`src/rtl/pdc_pkg.sv`:
```
// Package for the Porter-Duff pixel compositor.
// Holds the operator codes, the lane operand struct and the rounded divide-by-255 helper.
// No dependencies.
package pdc_pkg;

	// Operator codes of the blend_operator register.
	typedef enum logic [2:0] {
		OP_OVER = 3'd0,
		OP_IN   = 3'd1,
		OP_OUT  = 3'd2,
		OP_ATOP = 3'd3,
		OP_XOR  = 3'd4
	} pdc_op_t;

	// Two product terms that one lane adds after rounding each one.
	typedef struct packed {
		logic [7:0] a1;
		logic [7:0] b1;
		logic [7:0] a2;
		logic [7:0] b2;
	} pdc_operands_t;

	// Result pixel as it leaves the pipeline.
	typedef struct packed {
		logic [7:0] red;
		logic [7:0] green;
		logic [7:0] blue;
		logic [7:0] alpha;
	} pdc_pixel_t;

	// Rounded x/255 for a product of two 8-bit values.
	// With y = x + 127 the shift-add form equals floor(y/255) for all y below 65535.
	function automatic logic [7:0] div255(input logic [15:0] x);
		logic [16:0] y;
		logic [16:0] t;
		y = 17'(x) + 17'd127;
		t = y + (y >> 8) + 17'd1;
		return t[15:8];
	endfunction

endpackage

```
`src/rtl/pdc_if.sv`:
```
// Channel interfaces of the Porter-Duff pixel compositor: pixel pair in, pixel out, config.
// Each carries valid, ready and its payload. No dependencies.

interface pdc_pix_in_if;
	logic       valid;
	logic       ready;
	logic [7:0] src_red;
	logic [7:0] src_green;
	logic [7:0] src_blue;
	logic [7:0] src_alpha;
	logic [7:0] dst_red;
	logic [7:0] dst_green;
	logic [7:0] dst_blue;
	logic [7:0] dst_alpha;

	modport source (
		output valid, src_red, src_green, src_blue, src_alpha,
		output dst_red, dst_green, dst_blue, dst_alpha,
		input  ready
	);
	modport sink (
		input  valid, src_red, src_green, src_blue, src_alpha,
		input  dst_red, dst_green, dst_blue, dst_alpha,
		output ready
	);
endinterface

interface pdc_pix_out_if;
	logic       valid;
	logic       ready;
	logic [7:0] out_red;
	logic [7:0] out_green;
	logic [7:0] out_blue;
	logic [7:0] out_alpha;

	modport source (output valid, out_red, out_green, out_blue, out_alpha, input ready);
	modport sink (input valid, out_red, out_green, out_blue, out_alpha, output ready);
endinterface

interface pdc_cfg_if;
	logic       valid;
	logic       ready;
	logic [2:0] blend_operator;

	modport source (output valid, blend_operator, input ready);
	modport sink (input valid, blend_operator, output ready);
endinterface

```
`src/rtl/pdc_lane.sv`:
```
// One compositing lane: two 8x8 products, each rounded by 255, then summed.
// Depends on pdc_pkg (operand struct, div255).
module pdc_lane
	import pdc_pkg::*;
(
	input  logic          clk,
	input  logic          en,
	input  pdc_operands_t ops,
	output logic [8:0]    chan_sum
);

	logic [15:0] p1_s3;
	logic [15:0] p2_s3;
	logic [8:0]  sum_s4;

	// Products are registered before the rounding divide.
	always_ff @(posedge clk) begin
		if (en) begin
			p1_s3  <= 16'(ops.a1) * 16'(ops.b1);
			p2_s3  <= 16'(ops.a2) * 16'(ops.b2);
			sum_s4 <= 9'(div255(p1_s3)) + 9'(div255(p2_s3));
		end
	end

	assign chan_sum = sum_s4;

endmodule

```
`src/rtl/pdc_unpremul.sv`:
```
// Unpremultiply for one color channel: saturating rounded (C*255 + A/2) / A.
// Restoring division, one quotient bit per pipeline stage. Depends on nothing.
module pdc_unpremul (
	input  logic       clk,
	input  logic       en,
	input  logic [8:0] chan,
	input  logic [8:0] alpha,
	output logic [7:0] value
);

	logic [16:0] rem_s [0:8];
	logic [7:0]  quo_s [0:8];
	logic [8:0]  dvs_s [0:8];
	logic        sat_s [0:8];

	logic [16:0] num_d;

	// Numerator with the rounding half of the divisor folded in.
	assign num_d = ({chan, 8'd0} - 17'(chan)) + 17'(alpha >> 1);

	// Entry stage: a quotient of 256 or more saturates.
	always_ff @(posedge clk) begin
		if (en) begin
			rem_s[0] <= num_d;
			quo_s[0] <= '0;
			dvs_s[0] <= alpha;
			sat_s[0] <= (num_d >= {alpha, 8'd0});
		end
	end

	// One compare and subtract per stage, most significant bit first.
	for (genvar g = 0; g < 8; g++) begin : g_step
		localparam int Shift = 7 - g;
		logic [16:0] trial_d;
		logic        fits_d;

		assign trial_d = 17'(dvs_s[g]) << Shift;
		assign fits_d  = (rem_s[g] >= trial_d);

		always_ff @(posedge clk) begin
			if (en) begin
				rem_s[g+1] <= fits_d ? (rem_s[g] - trial_d) : rem_s[g];
				quo_s[g+1] <= {quo_s[g][6:0], fits_d};
				dvs_s[g+1] <= dvs_s[g];
				sat_s[g+1] <= sat_s[g];
			end
		end
	end

	assign value = sat_s[8] ? 8'd255 : quo_s[8];

endmodule

```
`src/rtl/porter_duff_pixel_compositor.sv`:
```
// Top level of the Porter-Duff pixel compositor.
// Depends on pdc_pkg, the channel interfaces in pdc_if, pdc_lane and pdc_unpremul.
//
// Usage:
// pix_in carries one source and one destination RGBA pixel (straight alpha) per
// transaction; pix_out returns the composed pixel, straight alpha, one per input.
// cfg writes blend_operator (0 over, 1 in, 2 out, 3 atop, 4 xor, others act as over);
// it is always ready and should only be written while no pixel is in flight.
// Throughput is one pixel per clock while pix_out is ready. The pixel passes fourteen
// registers, the first loaded at the accepting edge: two premultiply stages, two lane
// stages, one numerator stage, eight stages of the bit-per-stage unpremultiply divider,
// and the output register.
// Reset clears all valid flags and sets the operator to over.
// When pix_out stalls, the output register holds its pixel and one more pixel goes
// into a skid register; pix_in.ready then drops and the pipeline freezes until the
// skid register drains.
module porter_duff_pixel_compositor
	import pdc_pkg::*;
(
	input  logic          clk,
	input  logic          arst_n,
	pdc_pix_in_if.sink    pix_in,
	pdc_pix_out_if.source pix_out,
	pdc_cfg_if.sink       cfg
);

	localparam int Last = 13;

	pdc_op_t       op_q;
	logic          en;
	logic          accept;
	logic          vld_s [1:Last];

	logic [7:0]    src_c [0:2];
	logic [7:0]    dst_c [0:2];
	logic [15:0]   src_prod_s1 [0:2];
	logic [15:0]   dst_prod_s1 [0:2];
	logic [7:0]    sa_s1, da_s1;
	pdc_op_t       op_s1;
	logic [7:0]    s_s2 [0:2];
	logic [7:0]    d_s2 [0:2];
	logic [7:0]    sa_s2, da_s2;
	pdc_op_t       op_s2;
	logic [7:0]    ns_d, nd_d;

	pdc_operands_t ops_d [0:3];
	logic [8:0]    sum_d [0:3];
	logic [7:0]    chan_d [0:2];

	logic [7:0]    alpha_s [5:Last];
	logic          zero_s [5:Last];

	pdc_pixel_t    pix_d;
	pdc_pixel_t    out_q;
	pdc_pixel_t    skid_q;
	logic          out_vld_q;
	logic          skid_vld_q;
	logic          take;
	logic          push;

	// Configuration register.
	assign cfg.ready = 1'b1;

	always_ff @(posedge clk or negedge arst_n) begin
		if (!arst_n) begin
			op_q <= OP_OVER;
		end else if (cfg.valid) begin
			op_q <= pdc_op_t'(cfg.blend_operator);
		end
	end

	// The pipeline advances as long as the skid register is free.
	assign en            = !skid_vld_q;
	assign pix_in.ready  = en;
	assign accept        = pix_in.valid && en;

	always_ff @(posedge clk or negedge arst_n) begin
		if (!arst_n) begin
			for (int i = 1; i <= Last; i++) begin
				vld_s[i] <= 1'b0;
			end
		end else if (en) begin
			vld_s[1] <= accept;
			for (int i = 2; i <= Last; i++) begin
				vld_s[i] <= vld_s[i-1];
			end
		end
	end

	// Premultiply: product in the first stage, rounded divide in the second.
	assign src_c[0] = pix_in.src_red;
	assign src_c[1] = pix_in.src_green;
	assign src_c[2] = pix_in.src_blue;
	assign dst_c[0] = pix_in.dst_red;
	assign dst_c[1] = pix_in.dst_green;
	assign dst_c[2] = pix_in.dst_blue;

	always_ff @(posedge clk) begin
		if (en) begin
			for (int i = 0; i < 3; i++) begin
				src_prod_s1[i] <= 16'(src_c[i]) * 16'(pix_in.src_alpha);
				dst_prod_s1[i] <= 16'(dst_c[i]) * 16'(pix_in.dst_alpha);
				s_s2[i]        <= div255(src_prod_s1[i]);
				d_s2[i]        <= div255(dst_prod_s1[i]);
			end
			sa_s1 <= pix_in.src_alpha;
			da_s1 <= pix_in.dst_alpha;
			op_s1 <= op_q;
			sa_s2 <= sa_s1;
			da_s2 <= da_s1;
			op_s2 <= op_s1;
		end
	end

	// Operator select: each lane gets two product terms; a factor of 255 passes
	// a value through unchanged and a zero factor drops the term.
	assign ns_d = ~sa_s2;
	assign nd_d = ~da_s2;

	always_comb begin
		for (int i = 0; i < 3; i++) begin
			case (op_s2)
				OP_IN: begin
					ops_d[i] = '{a1: s_s2[i], b1: da_s2, a2: 8'd0, b2: 8'd0};
				end
				OP_OUT: begin
					ops_d[i] = '{a1: s_s2[i], b1: nd_d, a2: 8'd0, b2: 8'd0};
				end
				OP_ATOP: begin
					ops_d[i] = '{a1: s_s2[i], b1: da_s2, a2: ns_d, b2: d_s2[i]};
				end
				OP_XOR: begin
					ops_d[i] = '{a1: nd_d, b1: s_s2[i], a2: ns_d, b2: d_s2[i]};
				end
				default: begin
					ops_d[i] = '{a1: s_s2[i], b1: 8'd255, a2: ns_d, b2: d_s2[i]};
				end
			endcase
		end
		case (op_s2)
			OP_IN: begin
				ops_d[3] = '{a1: sa_s2, b1: da_s2, a2: 8'd0, b2: 8'd0};
			end
			OP_OUT: begin
				ops_d[3] = '{a1: sa_s2, b1: nd_d, a2: 8'd0, b2: 8'd0};
			end
			OP_ATOP: begin
				ops_d[3] = '{a1: da_s2, b1: 8'd255, a2: 8'd0, b2: 8'd0};
			end
			OP_XOR: begin
				ops_d[3] = '{a1: nd_d, b1: sa_s2, a2: ns_d, b2: da_s2};
			end
			default: begin
				ops_d[3] = '{a1: sa_s2, b1: 8'd255, a2: ns_d, b2: da_s2};
			end
		endcase
	end

	// Three color lanes and one alpha lane.
	for (genvar l = 0; l < 4; l++) begin : g_lane
		pdc_lane u_lane (
			.clk      (clk),
			.en       (en),
			.ops      (ops_d[l]),
			.chan_sum (sum_d[l])
		);
	end

	// Unpremultiply each color by the composed alpha.
	for (genvar l = 0; l < 3; l++) begin : g_unpremul
		pdc_unpremul u_unpremul (
			.clk   (clk),
			.en    (en),
			.chan  (sum_d[l]),
			.alpha (sum_d[3]),
			.value (chan_d[l])
		);
	end

	// Saturated alpha and the zero-alpha flag travel beside the divider.
	always_ff @(posedge clk) begin
		if (en) begin
			alpha_s[5] <= (sum_d[3] > 9'd255) ? 8'd255 : sum_d[3][7:0];
			zero_s[5]  <= (sum_d[3] == 9'd0);
			for (int i = 6; i <= Last; i++) begin
				alpha_s[i] <= alpha_s[i-1];
				zero_s[i]  <= zero_s[i-1];
			end
		end
	end

	// Merge the lanes into one pixel; a zero alpha forces all fields to zero.
	always_comb begin
		if (zero_s[Last]) begin
			pix_d = '0;
		end else begin
			pix_d = '{red: chan_d[0], green: chan_d[1], blue: chan_d[2],
				alpha: alpha_s[Last]};
		end
	end

	// Output register with a skid register behind it.
	assign take = out_vld_q && pix_out.ready;
	assign push = en && vld_s[Last];

	always_ff @(posedge clk or negedge arst_n) begin
		if (!arst_n) begin
			out_vld_q  <= 1'b0;
			skid_vld_q <= 1'b0;
		end else if (skid_vld_q) begin
			if (take) begin
				skid_vld_q <= 1'b0;
			end
		end else if (push) begin
			if (!out_vld_q || take) begin
				out_vld_q <= 1'b1;
			end else begin
				skid_vld_q <= 1'b1;
			end
		end else if (take) begin
			out_vld_q <= 1'b0;
		end
	end

	always_ff @(posedge clk) begin
		if (skid_vld_q) begin
			if (take) begin
				out_q <= skid_q;
			end
		end else if (push) begin
			if (!out_vld_q || take) begin
				out_q <= pix_d;
			end else begin
				skid_q <= pix_d;
			end
		end
	end

	assign pix_out.valid     = out_vld_q;
	assign pix_out.out_red   = out_q.red;
	assign pix_out.out_green = out_q.green;
	assign pix_out.out_blue  = out_q.blue;
	assign pix_out.out_alpha = out_q.alpha;

endmodule
```
`src/flat_wrapper.sv`:
```
// flat-port wrapper written by rule: the top's interface ports become plain ports
module porter_duff_pixel_compositor_flat import pdc_pkg::*;
  (clk, arst_n, pix_in_valid, pix_in_src_red, pix_in_src_green, pix_in_src_blue, pix_in_src_alpha, pix_in_dst_red, pix_in_dst_green, pix_in_dst_blue, pix_in_dst_alpha, pix_in_ready, pix_out_valid, pix_out_out_red, pix_out_out_green, pix_out_out_blue, pix_out_out_alpha, pix_out_ready, cfg_valid, cfg_blend_operator, cfg_ready);
  pdc_pix_in_if pix_in_i ();
  pdc_pix_out_if pix_out_i ();
  pdc_cfg_if cfg_i ();
  input  logic clk;
  input  logic arst_n;
  input wire logic [$bits(pix_in_i.valid)-1:0] pix_in_valid;
  input wire logic [$bits(pix_in_i.src_red)-1:0] pix_in_src_red;
  input wire logic [$bits(pix_in_i.src_green)-1:0] pix_in_src_green;
  input wire logic [$bits(pix_in_i.src_blue)-1:0] pix_in_src_blue;
  input wire logic [$bits(pix_in_i.src_alpha)-1:0] pix_in_src_alpha;
  input wire logic [$bits(pix_in_i.dst_red)-1:0] pix_in_dst_red;
  input wire logic [$bits(pix_in_i.dst_green)-1:0] pix_in_dst_green;
  input wire logic [$bits(pix_in_i.dst_blue)-1:0] pix_in_dst_blue;
  input wire logic [$bits(pix_in_i.dst_alpha)-1:0] pix_in_dst_alpha;
  output wire logic [$bits(pix_in_i.ready)-1:0] pix_in_ready;
  output wire logic [$bits(pix_out_i.valid)-1:0] pix_out_valid;
  output wire logic [$bits(pix_out_i.out_red)-1:0] pix_out_out_red;
  output wire logic [$bits(pix_out_i.out_green)-1:0] pix_out_out_green;
  output wire logic [$bits(pix_out_i.out_blue)-1:0] pix_out_out_blue;
  output wire logic [$bits(pix_out_i.out_alpha)-1:0] pix_out_out_alpha;
  input wire logic [$bits(pix_out_i.ready)-1:0] pix_out_ready;
  input wire logic [$bits(cfg_i.valid)-1:0] cfg_valid;
  input wire logic [$bits(cfg_i.blend_operator)-1:0] cfg_blend_operator;
  output wire logic [$bits(cfg_i.ready)-1:0] cfg_ready;
  assign pix_in_i.valid = pix_in_valid;
  assign pix_in_i.src_red = pix_in_src_red;
  assign pix_in_i.src_green = pix_in_src_green;
  assign pix_in_i.src_blue = pix_in_src_blue;
  assign pix_in_i.src_alpha = pix_in_src_alpha;
  assign pix_in_i.dst_red = pix_in_dst_red;
  assign pix_in_i.dst_green = pix_in_dst_green;
  assign pix_in_i.dst_blue = pix_in_dst_blue;
  assign pix_in_i.dst_alpha = pix_in_dst_alpha;
  assign pix_in_ready = pix_in_i.ready;
  assign pix_out_valid = pix_out_i.valid;
  assign pix_out_out_red = pix_out_i.out_red;
  assign pix_out_out_green = pix_out_i.out_green;
  assign pix_out_out_blue = pix_out_i.out_blue;
  assign pix_out_out_alpha = pix_out_i.out_alpha;
  assign pix_out_i.ready = pix_out_ready;
  assign cfg_i.valid = cfg_valid;
  assign cfg_i.blend_operator = cfg_blend_operator;
  assign cfg_ready = cfg_i.ready;
  porter_duff_pixel_compositor u_core (.clk(clk), .arst_n(arst_n), .pix_in(pix_in_i), .pix_out(pix_out_i), .cfg(cfg_i));
endmodule
```
`config.mk`:
```
export PLATFORM = sky130hd
export DESIGN_NAME = porter_duff_pixel_compositor_flat
export DESIGN_NICKNAME = d
export VERILOG_FILES = /design/src/rtl/pdc_pkg.sv /design/src/rtl/pdc_if.sv /design/src/rtl/pdc_lane.sv /design/src/rtl/pdc_unpremul.sv /design/src/rtl/porter_duff_pixel_compositor.sv /design/src/flat_wrapper.sv
export SDC_FILE = /design/constraint.sdc
export NUM_CORES = 2
export LEC_CHECK = 0
export BUFFER_PORTS_ARGS = -buffer_cell sky130_fd_sc_hd__clkbuf_2
export CAP_MARGIN = 20
export CORE_MARGIN = 4
export CORE_UTILIZATION = 40
export DETAILED_ROUTE_END_ITERATION = 6
export PLACE_DENSITY_LB_ADDON = 0.3
export SLEW_MARGIN = 10
export SYNTH_ARGS = -nofsm -noshare
export SYNTH_HDL_FRONTEND = slang
export SYNTH_SLANG_ARGS = --single-unit
```
`constraint.sdc`:
```
create_clock -name clk -period 16.53 [get_ports clk]
set_clock_uncertainty 0.1 [all_clocks]
set_input_delay 4.1325 -clock clk [delete_from_list [all_inputs] [get_ports clk]]
set_output_delay 4.1325 -clock clk [all_outputs]
set_load 0.02 [all_outputs]
```
==> flow_summary_export.csv <==
group,metric,value,unit
finish,utilization,44.03,%
clocking,tritoncts,"done",
floorplan,ioPinCount,107,
job,drv_cap,0,
global_routing,grt.overflow.total,0,
worst_hold_path,worstHoldPathType,"reg2reg",
sta,slew-limit-headroom,29.09,%
floorplan,die_w,475.9,um
clocking,cts-resized-gates,0,
finish,fin_area,0.09571,mm^2
finish,final_common_cell,"edfxtp_1",
sta,setup_slack,8357,ps
finish,layout_common_cells,"edfxtp_1, inv_1, nor2_1, ha_1, nand2_1",
sta,fmax,122.4,MHz
worst_setup_path,worstSetupPathType,"in2reg",
detailed_routing,vias_per_cell,5.123,
sta,finalCritPeriodShare,49.44,%
worst_setup_path,cp_slowest_cell,"fa_1",
placement,hpwl,145100,um
clocking,cts_made_buffers,132,
finish,layout.nets,10010,
clocking,cts_root_buffer,"clkbuf_16",
detailed_routing,dr.first_iter.drc_count,3186,
worst_setup_path,cp_max_fo,25,
placement,place_ws,7565,ps
finish,drive_gt1_share,6.343,%
synthesis,async_reset_ff_share,1.601,%
synthesis,ys_ff_latch,1124,
worst_setup_path,crit_path_end_kind,"flop",
worst_setup_path,cp.arrival,8590,ps
worst_setup_path,critPathLaunchType,"primary input",
synthesis,synth_area_leaders,"edfxtp_1, ha_1, fa_1",
floorplan,die_height,475.9,um
floorplan,rows,171,
synthesis,netlist_instances,8357,
sta,setup_viol,0,
floorplan,coreArea,0.2174,mm^2
detailed_routing,wire_per_inst,16.25,um
detailed_routing,drc,0,
clocking,cts_htree_levels,4,
sta,tightest_slew,1064,ps
synthesis,seq_area_frac_synth,38.44,%
placement,place.gp.congestion,0.9024,
worst_setup_path,path_common_cell,"fa_1",
worst_hold_path,whs_path_depth,0,
clocking,clock_latency,780,ps
synthesis,synthesis.nets,9893,
worst_setup_path,crit_chain,"clkbuf_2 > and2_1 > fa_1 > fa_1 > fa_1 > inv_1 > fa_1 > inv_1 > ha_1 > or3_1 > a41oi_1 > nor2b_1 > o21a_1 > o41a_1 > xor2_1",
detailed_routing,routed_wl,185800,um
synthesis,syn-cell-area,0.08758,mm^2
sta,hold_viol_final,0,
synthesis,yosysTopAreaCellShare,37.92,%
floorplan,start_util,40.29,%
sta,rsz0062_at_grt,"no",
global_routing,antenna_found_initial,2,
synthesis,yosysWarnings,0,
clocking,post_cts_buffers,0,
global_routing,global_route.usage.total,16.56,%
global_routing,grt_pass1_vias,59810,
floorplan,die_area,0.2265,mm^2
finish,synthToLayoutAreaGrowth,9.282,%
worst_setup_path,worstPathRequired,16950,ps
global_routing,grt_pass1_wl,307000,um
clocking,cts_hold_buf,0,
worst_setup_path,cpPeakStageDelay,560,ps
clocking,clkTransAtPathRegs,60,ps
clocking,clockBufferDepth,3,
global_routing,grt_max_degree,166,
sta,setup-tns-final,0,ps
sta,min_period,8173,ps
detailed_routing,drtPass1Iterations,6,
synthesis,yosys_most_used_dff,"edfxtp_1",
synthesis,synth-edff-count,1106,
worst_setup_path,reg2regPathDepth,21,
detailed_routing,vias,58570,
worst_setup_path,r2r_slack,9370,ps
sta,drv_slew,0,
detailed_routing,antenna_left,0,
synthesis,yosysTopAreaCell,"edfxtp_1",
placement,placed_area,0.09139,mm^2
synthesis,yosysUniqueCellTypes,98,
status,status,"finished clean",
clocking,clkSinkCount,1124,
placement,io_buffers,105,
synthesis,syn_avg_cell_area,10.48,um^2
-- final timing paths --
| path | to | startpoint |
|---|---|---|
| min | u_core.g_unpremul[2].u_unpremul.quo_s[0][62] | u_core.g_unpremul[2].u_unpremul.quo_s[0][53] |
| max | u_core.dst_prod_s1[0][14] | pix_in_dst_alpha[5] |
| max in group asynchronous | u_core.skid_vld_q | arst_n |
| max reg2reg | u_core.g_lane[0].u_lane.p1_s3[14] | u_core.op_s2[0] |
| min in group asynchronous | u_core.vld_s[5] | arst_n |
| min reg2reg | u_core.g_unpremul[2].u_unpremul.quo_s[0][62] | u_core.g_unpremul[2].u_unpremul.quo_s[0][53] |
-- cell usage after synthesis (92+ instances only) --
cell	count
a21oi_1	353
and2_1	260
clkbuf_1	145
edfxtp_1	1106
fa_1	532
ha_1	932
inv_1	1002
nand2_1	552
nand3_1	116
nor2_1	952
nor2b_1	115
nor3_1	166
o21a_1	92
o21ai_0	251
or2_2	106
xnor2_1	431
xor2_1	259
-- metal layers --
metal,share of wire [%],vias to the layer above,wire length (um),global-route usage [%]
li1,-,28960,-,-
met1,43,28230,80600,20.56
met2,49,1051,91810,29.29
met3,3.5,330,6524,2.249
met4,3.7,0,6873,6.170
met5,0,-,0,0.08529
-- final cells by class --
class / count / area (um^2)
multi-input cells: 6068 / 49550
inverters: 1005 / 3780
clock inverters: 80 / 909.6
diodes: 2 / 5.005
well taps: 2854 / 3571
clock buffers: 158 / 3401
repair buffers: 142 / 828.3
fillers: 20340 / 121700
flip-flops and latches: 1124 / 33660
-- state kept, by name, indices dropped and copies added, names as in the netlist, 27 cells and up --
signal                              count
u_core.g_lane.u_lane.p2_s3             64
u_core.alpha_s                         72
u_core.g_unpremul.u_unpremul.rem_s    408
u_core.src_prod_s1                     48
u_core.g_unpremul.u_unpremul.dvs_s     72
u_core.skid_q                          32
u_core.g_lane.u_lane.chan_sum          36
u_core.g_lane.u_lane.p1_s3             64
u_core.dst_prod_s1                     48
u_core.g_unpremul.u_unpremul.quo_s    108
u_core.g_unpremul.u_unpremul.sat_s     27
-- cells by family (layout without fill, tap and decap cells) --
group	count (synthesis)	after routing	synth area share [%]
compound gates	1147	1147	8.287
other cells	1	3	0.004282
xor+xnor	690	690	6.900
flops	1124	1124	38.44
buf+inv	1165	1385	4.997
fa+ha+maj	1464	1464	25.48
simple gates	2684	2684	14.87
mux	82	82	1.027
-- worst max-delay path: cells and delay by family --
kind | cells | cell delay, ps
adders and majority gates | 5 | 2290
and+or+nand+nor | 3 | 760
buffers and inverters | 3 | 430
xor gates and xnor gates | 1 | 150
AOI/OAI and AO/OA | 3 | 830
-- through the flow --
step | hold slack (ps) | std cells
2_1_floorplan | 300.3 | 8357
3_3_place_gp | 300.2 | 11190
3_5_place_dp | 304.5 | 11190
4_1_cts | 311.1 | 11430
5_1_grt | 321.0 | 11430
6_report | 311.7 | 11430
Power is not shown: default switching activity piles up to over one toggle a cycle in this logic, so the estimate is an artifact.
